## src/design/mcs_pkg.sv

```systemverilog
// types, codes and the cqi table of the max-cqi frame scheduler
// no dependencies
package mcs_pkg;

  localparam logic [1:0] REG_USER_COUNT  = 2'd0;
  localparam logic [1:0] REG_QUEUE_LIMIT = 2'd1;
  localparam logic [1:0] REG_FRAME_RBS   = 2'd2;

  localparam logic REQ_ARRIVAL = 1'b0;
  localparam logic REQ_REPORT  = 1'b1;

  localparam logic [1:0] KIND_QUEUED  = 2'd0;
  localparam logic [1:0] KIND_DROPPED = 2'd1;
  localparam logic [1:0] KIND_SERVED  = 2'd2;
  localparam logic [1:0] KIND_EMPTY   = 2'd3;

  typedef struct packed {
    logic [2:0] user_count;
    logic [4:0] queue_limit;
    logic [6:0] frame_rbs;
  } cfg_t;

  typedef struct packed {
    logic        req_type;
    logic [1:0]  user_id;
    logic [11:0] pkt_bytes;
    logic [31:0] arrival_stamp;
    logic [3:0]  cqi_value;
  } cmd_t;

  typedef struct packed {
    logic [1:0]  kind;
    logic [1:0]  user;
    logic [11:0] size;
    logic [31:0] stamp;
    logic [13:0] bytes;
    logic        last;
  } result_t;

  function automatic logic [6:0] bytes_per_rb(input logic [3:0] cqi);
    logic [6:0] b;
    case (cqi)
      4'd0:    b = 7'd0;
      4'd1:    b = 7'd3;
      4'd2:    b = 7'd3;
      4'd3:    b = 7'd6;
      4'd4:    b = 7'd11;
      4'd5:    b = 7'd15;
      4'd6:    b = 7'd20;
      4'd7:    b = 7'd25;
      4'd8:    b = 7'd36;
      4'd9:    b = 7'd39;
      4'd10:   b = 7'd50;
      4'd11:   b = 7'd63;
      4'd12:   b = 7'd72;
      4'd13:   b = 7'd80;
      default: b = 7'd93;
    endcase
    return b;
  endfunction

endpackage

```

## src/design/max_cqi_frame_scheduler.sv

```systemverilog
// max-cqi frame scheduler top level: config registers, front queue, back end
// depends on mcs_pkg, mcs_front, mcs_back
// arrival: queued in the front queue, then the output register; one item per
// cycle while results are popped and no frame is built; report: the memory read
// loop serves packets per user, takes the rbs used, then closes the frame
// reset: synchronous, queues empty, no reports, registers at 4 / 16 / 25
module max_cqi_frame_scheduler #(
  parameter int MAX_USERS   = 4,
  parameter int QUEUE_DEPTH = 16
) (
  input  logic        clk,
  input  logic        rst,
  input  logic        push,
  output logic        full,
  input  logic        req_type,
  input  logic [1:0]  user_id,
  input  logic [11:0] pkt_bytes,
  input  logic [31:0] arrival_stamp,
  input  logic [3:0]  cqi_value,
  output logic        empty,
  input  logic        pop,
  output logic [1:0]  result_kind,
  output logic [1:0]  served_user,
  output logic [11:0] served_size,
  output logic [31:0] served_stamp,
  output logic [13:0] frame_bytes,
  output logic        last,
  input  logic        cfg_we,
  input  logic [1:0]  cfg_index,
  input  logic [6:0]  cfg_data
);

  mcs_pkg::cfg_t    cfg;
  mcs_pkg::cmd_t    in_cmd;
  mcs_pkg::cmd_t    cmd;
  mcs_pkg::result_t res;
  logic             cmd_valid;
  logic             cmd_pop;
  logic             res_valid;

  always_ff @(posedge clk) begin
    if (rst) begin
      cfg.user_count  <= 3'd4;
      cfg.queue_limit <= 5'd16;
      cfg.frame_rbs   <= 7'd25;
    end else if (cfg_we) begin
      case (cfg_index)
        mcs_pkg::REG_USER_COUNT:  cfg.user_count  <= cfg_data[2:0];
        mcs_pkg::REG_QUEUE_LIMIT: cfg.queue_limit <= cfg_data[4:0];
        mcs_pkg::REG_FRAME_RBS:   cfg.frame_rbs   <= cfg_data;
        default: begin
        end
      endcase
    end
  end

  assign in_cmd = '{req_type, user_id, pkt_bytes, arrival_stamp, cqi_value};

  mcs_front u_front (
    .clk      (clk),
    .rst      (rst),
    .push     (push),
    .full     (full),
    .in_cmd   (in_cmd),
    .cmd_valid(cmd_valid),
    .cmd      (cmd),
    .cmd_pop  (cmd_pop)
  );

  mcs_back #(
    .MAX_USERS  (MAX_USERS),
    .QUEUE_DEPTH(QUEUE_DEPTH)
  ) u_back (
    .clk      (clk),
    .rst      (rst),
    .cfg      (cfg),
    .cmd_valid(cmd_valid),
    .cmd      (cmd),
    .cmd_pop  (cmd_pop),
    .res      (res),
    .res_valid(res_valid),
    .res_pop  (pop)
  );

  assign empty        = !res_valid;
  assign result_kind  = res.kind;
  assign served_user  = res.user;
  assign served_size  = res.size;
  assign served_stamp = res.stamp;
  assign frame_bytes  = res.bytes;
  assign last         = res.last;

endmodule

```

## src/design/mcs_front.sv

```systemverilog
// front end: takes input transfers into a two-entry command queue
// depends on mcs_pkg
module mcs_front (
  input  logic          clk,
  input  logic          rst,
  input  logic          push,
  output logic          full,
  input  mcs_pkg::cmd_t in_cmd,
  output logic          cmd_valid,
  output mcs_pkg::cmd_t cmd,
  input  logic          cmd_pop
);

  mcs_pkg::cmd_t q [2];
  logic       wr_ptr;
  logic       rd_ptr;
  logic [1:0] count;
  logic       do_push;

  assign full      = (count == 2'd2);
  assign cmd_valid = (count != 2'd0);
  assign cmd       = q[rd_ptr];
  assign do_push   = push && !full;

  always_ff @(posedge clk) begin
    if (do_push) begin
      q[wr_ptr] <= in_cmd;
    end
    if (rst) begin
      wr_ptr <= 1'b0;
      rd_ptr <= 1'b0;
      count  <= 2'd0;
    end else begin
      if (do_push) begin
        wr_ptr <= !wr_ptr;
      end
      if (cmd_pop) begin
        rd_ptr <= !rd_ptr;
      end
      if (do_push && !cmd_pop) begin
        count <= count + 2'd1;
      end else if (!do_push && cmd_pop) begin
        count <= count - 2'd1;
      end
    end
  end

endmodule

```

## src/design/mcs_back.sv

```systemverilog
// back end: per-user packet queues, cqi records and the frame builder
// depends on mcs_pkg
module mcs_back #(
  parameter int MAX_USERS   = 4,
  parameter int QUEUE_DEPTH = 16
) (
  input  logic             clk,
  input  logic             rst,
  input  mcs_pkg::cfg_t    cfg,
  input  logic             cmd_valid,
  input  mcs_pkg::cmd_t    cmd,
  output logic             cmd_pop,
  output mcs_pkg::result_t res,
  output logic             res_valid,
  input  logic             res_pop
);

  localparam int UW    = (MAX_USERS > 1) ? $clog2(MAX_USERS) : 1;
  localparam int PW    = (QUEUE_DEPTH > 1) ? $clog2(QUEUE_DEPTH) : 1;
  localparam int SW    = PW + 1;
  localparam int CW    = $clog2(QUEUE_DEPTH + 1);
  localparam int DEPTH = MAX_USERS * QUEUE_DEPTH;
  localparam int AW    = (DEPTH > 1) ? $clog2(DEPTH) : 1;

  localparam logic [2:0] S_IDLE      = 3'd0;
  localparam logic [2:0] S_SELECT    = 3'd1;
  localparam logic [2:0] S_HEAD_RD   = 3'd2;
  localparam logic [2:0] S_HEAD_WAIT = 3'd3;
  localparam logic [2:0] S_ROUND     = 3'd4;

  logic [43:0]          mem [DEPTH];
  logic [43:0]          rdata;
  logic [PW-1:0]        head [MAX_USERS];
  logic [CW-1:0]        cnt  [MAX_USERS];
  logic [3:0]           cqi  [MAX_USERS];
  logic [MAX_USERS-1:0] mask;
  logic [MAX_USERS-1:0] done;
  logic [2:0]           state;
  logic [UW-1:0]        best;
  logic [6:0]           dim;
  logic [13:0]          budget;
  logic [13:0]          used;
  logic [13:0]          acc;
  logic [13:0]          total;
  logic [6:0]           rem;
  mcs_pkg::result_t     pend;
  logic                 pvalid;
  mcs_pkg::result_t     out;
  logic                 ovalid;

  logic [3:0]           nusers;
  logic                 uid_ok;
  logic [UW-1:0]        ui;
  logic [6:0]           lim;
  logic                 can_queue;
  logic [SW-1:0]        ssum;
  logic [PW-1:0]        slot;
  logic [AW-1:0]        waddr;
  logic [AW-1:0]        raddr;
  logic [MAX_USERS-1:0] new_mask;
  logic                 all_rep;
  logic                 found;
  logic [UW-1:0]        pick;
  logic [6:0]           dim_sel;
  logic [11:0]          sz;
  logic                 fits;
  logic                 out_free;
  logic                 out_load;
  logic                 mem_we;
  logic                 mem_re;
  logic [PW-1:0]        head_inc;

  assign res       = out;
  assign res_valid = ovalid;
  assign out_free  = !ovalid || res_pop;

  always_comb begin
    if (cfg.user_count == 3'd0) begin
      nusers = 4'd1;
    end else if ({1'b0, cfg.user_count} > 4'(MAX_USERS)) begin
      nusers = 4'(MAX_USERS);
    end else begin
      nusers = {1'b0, cfg.user_count};
    end
    if (7'(cfg.queue_limit) > 7'(QUEUE_DEPTH)) begin
      lim = 7'(QUEUE_DEPTH);
    end else begin
      lim = 7'(cfg.queue_limit);
    end
  end

  assign uid_ok    = {2'b00, cmd.user_id} < nusers;
  assign ui        = UW'(cmd.user_id);
  assign can_queue = uid_ok && (7'(cnt[ui]) < lim);
  assign ssum      = SW'(head[ui]) + SW'(cnt[ui]);
  assign slot      = (ssum >= SW'(QUEUE_DEPTH)) ? PW'(ssum - SW'(QUEUE_DEPTH)) : PW'(ssum);
  assign waddr     = AW'(ui) * AW'(QUEUE_DEPTH) + AW'(slot);
  assign raddr     = AW'(best) * AW'(QUEUE_DEPTH) + AW'(head[best]);
  assign head_inc  = (SW'(head[best]) + SW'(1) == SW'(QUEUE_DEPTH)) ? '0 : head[best] + PW'(1);

  always_comb begin
    all_rep = 1'b1;
    for (int u = 0; u < MAX_USERS; u++) begin
      new_mask[u] = mask[u] || (uid_ok && (UW'(u) == ui));
      if ((4'(u) < nusers) && !new_mask[u]) begin
        all_rep = 1'b0;
      end
    end
  end

  always_comb begin
    found = 1'b0;
    pick  = '0;
    for (int u = 0; u < MAX_USERS; u++) begin
      if ((4'(u) < nusers) && !done[u] && (!found || (cqi[u] > cqi[pick]))) begin
        pick  = UW'(u);
        found = 1'b1;
      end
    end
  end

  assign dim_sel = mcs_pkg::bytes_per_rb(cqi[pick]);
  assign sz      = rdata[43:32];
  assign fits    = {2'b00, sz} <= (budget - used);

  assign cmd_pop = (state == S_IDLE) && cmd_valid &&
                   ((cmd.req_type == mcs_pkg::REQ_REPORT) || out_free);
  assign mem_we  = cmd_pop && (cmd.req_type == mcs_pkg::REQ_ARRIVAL) && can_queue;
  assign mem_re  = (state == S_HEAD_RD) && (cnt[best] != '0);

  assign out_load = (cmd_pop && (cmd.req_type == mcs_pkg::REQ_ARRIVAL)) ||
                    ((state == S_SELECT) && !found && out_free) ||
                    ((state == S_HEAD_WAIT) && fits && pvalid && out_free);

  always_ff @(posedge clk) begin
    if (mem_we) begin
      mem[waddr] <= {cmd.pkt_bytes, cmd.arrival_stamp};
    end
    if (mem_re) begin
      rdata <= mem[raddr];
    end
  end

  always_ff @(posedge clk) begin
    if (rst) begin
      state  <= S_IDLE;
      mask   <= '0;
      done   <= '0;
      ovalid <= 1'b0;
      pvalid <= 1'b0;
      for (int u = 0; u < MAX_USERS; u++) begin
        head[u] <= '0;
        cnt[u]  <= '0;
        cqi[u]  <= '0;
      end
    end else begin
      if (out_load) begin
        ovalid <= 1'b1;
      end else if (res_pop) begin
        ovalid <= 1'b0;
      end
      unique case (state)
        S_IDLE: begin
          if (cmd_pop) begin
            if (cmd.req_type == mcs_pkg::REQ_ARRIVAL) begin
              out.kind  <= can_queue ? mcs_pkg::KIND_QUEUED : mcs_pkg::KIND_DROPPED;
              out.user  <= cmd.user_id;
              out.size  <= cmd.pkt_bytes;
              out.stamp <= cmd.arrival_stamp;
              out.bytes <= '0;
              out.last  <= 1'b1;
              if (can_queue) begin
                cnt[ui] <= cnt[ui] + CW'(1);
              end
            end else if (uid_ok) begin
              cqi[ui] <= cmd.cqi_value;
              if (all_rep) begin
                mask   <= '0;
                done   <= '0;
                rem    <= cfg.frame_rbs;
                total  <= '0;
                pvalid <= 1'b0;
                state  <= S_SELECT;
              end else begin
                mask <= new_mask;
              end
            end
          end
        end
        S_SELECT: begin
          if (found) begin
            done[pick] <= 1'b1;
            best       <= pick;
            dim        <= dim_sel;
            budget     <= 14'(rem) * 14'(dim_sel);
            used       <= '0;
            acc        <= '0;
            state      <= (dim_sel == 7'd0) ? S_SELECT : S_HEAD_RD;
          end else if (out_free) begin
            if (pvalid) begin
              out <= {pend.kind, pend.user, pend.size, pend.stamp, total, 1'b1};
            end else begin
              out.kind  <= mcs_pkg::KIND_EMPTY;
              out.user  <= '0;
              out.size  <= '0;
              out.stamp <= '0;
              out.bytes <= '0;
              out.last  <= 1'b1;
            end
            pvalid <= 1'b0;
            state  <= S_IDLE;
          end
        end
        S_HEAD_RD: begin
          state <= (cnt[best] == '0) ? S_ROUND : S_HEAD_WAIT;
        end
        S_HEAD_WAIT: begin
          if (!fits) begin
            state <= S_ROUND;
          end else if (!pvalid || out_free) begin
            if (pvalid) begin
              out <= pend;
            end
            pend.kind  <= mcs_pkg::KIND_SERVED;
            pend.user  <= 2'(best);
            pend.size  <= sz;
            pend.stamp <= rdata[31:0];
            pend.bytes <= '0;
            pend.last  <= 1'b0;
            pvalid     <= 1'b1;
            used       <= used + 14'(sz);
            total      <= total + 14'(sz);
            head[best] <= head_inc;
            cnt[best]  <= cnt[best] - CW'(1);
            state      <= S_HEAD_RD;
          end
        end
        S_ROUND: begin
          // take whole rbs until the bytes used are covered
          if (acc < used) begin
            acc <= acc + 14'(dim);
            rem <= rem - 7'd1;
          end else begin
            state <= S_SELECT;
          end
        end
        default: begin
          state <= S_IDLE;
        end
      endcase
    end
  end

endmodule

```

## config.mk

```make
export PLATFORM = sky130hd
export DESIGN_NAME = max_cqi_frame_scheduler
export DESIGN_NICKNAME = d
export VERILOG_FILES = /design/src/design/mcs_pkg.sv /design/src/design/max_cqi_frame_scheduler.sv /design/src/design/mcs_front.sv /design/src/design/mcs_back.sv
export SDC_FILE = /design/constraint.sdc
export NUM_CORES = 2
export LEC_CHECK = 0
export ABC_AREA = 1
export BUFFER_PORTS_ARGS = -buffer_cell sky130_fd_sc_hd__buf_2
export CORE_ASPECT_RATIO = 0.5
export CORE_MARGIN = 2
export CORE_UTILIZATION = 57
export CTS_CLUSTER_SIZE = 20
export DETAILED_ROUTE_END_ITERATION = 12
export PLACE_DENSITY_LB_ADDON = 0.12
export SYNTH_ARGS = -nofsm -noshare
export SYNTH_HDL_FRONTEND = slang
export SYNTH_SLANG_ARGS = --single-unit
```

## constraint.sdc

```tcl
create_clock -name clk -period 7.49 [get_ports clk]
set_input_delay 0.749 -clock clk [delete_from_list [all_inputs] [get_ports clk]]
set_output_delay 0.749 -clock clk [all_outputs]
set_load 0.005 [all_outputs]
```

==> results summary <==
The run finished, with violations left. The checks that failed: setup timing. The cell area after synthesis is 131,000 um2. The total length of routed wires came out at 394,000 um. The first-pass GRT wire length is 564,000 um. The starting density of the core is 57.4%. The tightest min-delay check is of the input pin to flop type. The sequential-to-total area share from yosys stat came out at 73.6%. Of all nets on the critical path, the largest fanout is 7. The number of iterations in the first detailed-routing pass came out at 7.

In this design, the critical path's most frequently occurring cell is sky130_fd_sc_hd__nand2_2. Dividing the detail-routed wire length by the instance count gives 29.2 um. The clock sink count is 3,230. The detailed-route vias per instance is 6.45. The xor/xnor cell area share of the yosys netlist came out at 0.277%. The worst slew margin relative to its limit is 25.3%. The number of global-route vias before repair came to 80,500. The distinct cell type count of the synthesized netlist is 60.

The number of rows created at floorplan is 124. Clock-pin slew was measured on the worst setup and hold paths at 0.07 ns. The fraction of the mapped netlist area in compound gates came out at 10.8%. After synthesis, the mean cell area works out to 13.1 um2. The adder and majority gate portion of the synthesized area came out at 1.65%. Global routing used 7.05% of the available met3 tracks.

The nature of the critical path startpoint is a flop. Clock skew on the completed layout was measured at 0.0532 ns. The DRC violation total after the first TritonRoute iteration came out at 13,500. The critical path class is flop to flop. STA puts the critical path data required time at 8.08 ns. The width of the die is 683 um. The post-synth net total is 10,300. After global routing the overflow that remains totals 0. The initial antenna violation count came to 17. The biggest area contributor in the post-synthesis netlist is sky130_fd_sc_hd__edfxtp_1. For this run, the top clock speed supported by timing is 0.132 GHz. The number of nets at the end of the flow came out at 10,400.

Setup violations remaining at the end of the flow were counted as 3. The number of port buffers is 129. The maximum single-stage delay on the critical path is 0.56 ns. The number of enable-type register cells in the synthesized netlist is 3,195. The simple logic cell fraction of the synthesized area came out at 10.8%. The area of the multi-input gates is 32,100 um2. The total via count after detailed routing came out at 86,900. Data on the critical path arrives at its endpoint at 8.19 ns. Setup repair after global routing could not meet its margin everywhere. By area the synthesized netlist is led by sky130_fd_sc_hd__edfxtp_1 73%, sky130_fd_sc_hd__nor2_1 7.8%, sky130_fd_sc_hd__o21ai_0 3.1%. sky130_fd_sc_hd__edfxtp_1 is the most common cell in the netlist. The final hold violation count came to 0.

Summing internal, switching and leakage power gives 0.0526 W. The share of flip-flops with an asynchronous set or reset came out at 0%. The number of maximum-capacitance constraint violations came out at 0. The number of top-level pins came out at 130. Ranked by instance count, the synthesized netlist is headed by 3,195 x sky130_fd_sc_hd__edfxtp_1, 2,730 x sky130_fd_sc_hd__nor2_1, 821 x sky130_fd_sc_hd__o21ai_0. The chip height is 343 um. After synthesis the netlist holds a flip-flop and latch count of 3,230.

The maximum buffer depth of the clock tree came out at 4. STA classifies the critical path endpoint as a flop. The area inside the core boundary came out at 229,000 um2. The detailed placement HPWL is 221,000 um. The final critical path time including I/O delays and setup is 7.60 ns. The number of levels in the clock H-tree came out at 5. After technology mapping, the gate count stands at 10,100.

The most used flip-flop cell after synthesis is sky130_fd_sc_hd__edfxtp_1. In the final layout, the share of cells above drive strength 1 is 10.9%. Dividing total power by cell area gives a power density of 358 nW/um2.

The register cell area after layout is 96,600 um2. The floorplan die area is 234,000 um2. After synthesis, the largest family of logic cells by area is simple AND/OR/NAND/NOR gates. The worst-case hold slack is 0.0820 ns. TritonCTS built the clock tree. The residual antenna-violating net count after detailed routing came out at 0. The clock insertion delay at the later pin of the skew report is 0.88 ns.

The total of warnings raised by yosys came out at 0. The layout has 17,000 filler cells. Compared with the post-synthesis result, the final layout area differs by 11.7%. The routing usage on met2 is 49.7%. Entering global routing, the biggest net connects 169 pins. The setup slack after layout is -0.112 ns. The final clock period utilization by the worst path came out at 101%. Global routing used 49.5% of the available met1 tracks. The buffer cell driving the clock tree root is sky130_fd_sc_hd__clkbuf_16. The cts-stage hold buffer count is 0.

The number of design rule violations left after detail routing came out at 0. The portion of synthesized cell area occupied by the leading cell type is 73.1%. The final count of pins violating max slew came to 0. The global routing usage summed across all routing layers is 33.1%.

The number of CTS-inserted buffers came out at 284. The actual slew at the worst max-slew pin is 1.11 ns. The maximum resistive drop on vdd came out at 1.11 mV. The multiplexer area fraction after synthesis is 0.0305%. After global routing, the most crowded layer is met2.

The static leakage power came out at 48.3 nW. The master of the slowest instance on the critical path is sky130_fd_sc_hd__fa_1. The utilization after layout is 64.1%. The placer congestion estimate came out at 0.844.
-- cell families after synthesis --
group                    after synthesis
AO/OA/AOI/OAI                       2076
XOR/XNOR                              39
adder cells (fa/ha/maj)              156
buffers and inverters                921
flip-flops                          3230
multiplexers                           4
AND/OR/NAND/NOR                     3632
-- what timing repair did --
action | 4_1_cts | 5_1_grt
resized for setup | 57 | 56
pin swaps | 39 | 43
endpoints found under the setup margin | 8 | 9
buffers inserted | 24 | 12
-- report_power, final --
group          total [W]  internal, W  switching (W)
combinational     0.0147      0.00534        0.00941
sequential        0.0234       0.0232       0.000194
clock             0.0144      0.00778        0.00661
total             0.0526       0.0363         0.0162
-- flip-flops by register name, indices dropped and copies added, names as in the netlist, 4 cells and up, named ones only --
| name | count |
|---|---|
| cfg | 15 |
| u_back.cqi | 16 |
| u_back.cnt | 20 |
| u_back.done | 4 |
| u_back.pend | 46 |
| u_back.total | 14 |
| u_back.head | 16 |
| u_back.acc | 14 |
| u_front.q | 102 |
| u_back.budget | 14 |
| u_back.used | 14 |
| u_back.rem | 7 |
| u_back.dim | 7 |
| u_back.res | 63 |
| u_back.rdata | 44 |
| u_back.mask | 4 |
| u_back.mem | 2816 |
-- cell usage in the layout, fill, tap and decap left out, types with 13 or more instances in the layout --
cell,instances
sky130_fd_sc_hd__buf_12,65
sky130_fd_sc_hd__edfxtp_1,3195
sky130_fd_sc_hd__clkbuf_1,55
sky130_fd_sc_hd__nand2_1,428
sky130_fd_sc_hd__nand3_1,322
sky130_fd_sc_hd__clkinv_2,36
sky130_fd_sc_hd__inv_1,228
sky130_fd_sc_hd__o21ai_0,813
sky130_fd_sc_hd__bufinv_16,20
sky130_fd_sc_hd__o211ai_1,355
sky130_fd_sc_hd__nor3_1,13
sky130_fd_sc_hd__xnor2_1,16
sky130_fd_sc_hd__o311ai_0,301
sky130_fd_sc_hd__clkinv_1,70
sky130_fd_sc_hd__inv_6,13
sky130_fd_sc_hd__buf_2,129
sky130_fd_sc_hd__xor2_1,18
sky130_fd_sc_hd__dfxtp_1,34
sky130_fd_sc_hd__nand2_2,68
sky130_fd_sc_hd__ha_1,117
sky130_fd_sc_hd__nor2_1,2654
sky130_fd_sc_hd__clkbuf_16,288
sky130_fd_sc_hd__a21oi_1,110
sky130_fd_sc_hd__o32ai_1,352
sky130_fd_sc_hd__nor2_4,73
sky130_fd_sc_hd__fa_1,29
sky130_fd_sc_hd__inv_2,30
sky130_fd_sc_hd__o311ai_1,49
sky130_fd_sc_hd__buf_4,279
sky130_fd_sc_hd__nand2_4,28
-- layer usage --
metal  vias to the layer above  routed length [um]
li1                      37600                   -
met2                      5092              175000
met4                         6               11600
met1                     43600              161000
met3                       630               46400
met5                         -                  46
-- final timing paths --
kind | from | to | slack (ns) | cells past startpoint
max | u_back.cqi[1][3] | u_back.budget[13] | -0.11 | 55
min | arrival_stamp[6] | u_front.q[0][10] | 0.08 | 1
max reg2reg | u_back.cqi[1][3] | u_back.budget[13] | -0.11 | 55
min reg2reg | u_back.rdata[24] | u_back.pend[39] | 0.41 | 0
-- critical path: cells and delay by family (launching register included) --
family / cells / cell delay [ns]
fa+ha+maj: 8 / 3.00
buf+inv: 11 / 0.82
xor+xnor: 1 / 0.13
flops: 1 / 0.43
simple gates: 27 / 1.97
compound gates: 8 / 1.02
-- layout make-up --
type | instances | area share, %
antenna | 10 | 0.0171
clock buffer | 343 | 5.06
clock inverter | 148 | 0.883
inverter | 270 | 0.722
multi-input combinational | 5907 | 21.9
sequential | 3230 | 65.9
tap | 3087 | 2.63
timing repair buffer | 484 | 2.84
-- metrics by stage --
step	instances	setup WS [ns]	setup TNS, ns	instance area [um2]
finish	13500	-0.112	-0.229	147000
global route	13500	-0.608	-2.61	147000
floorplan	10100	0.0159	0	131000
global placement	12900	-0.803	-3.75	137000
detailed placement	12900	-0.619	-2.59	137000
CTS	13500	-0.232	-0.543	146000
(Power assumes the default switching activity.)
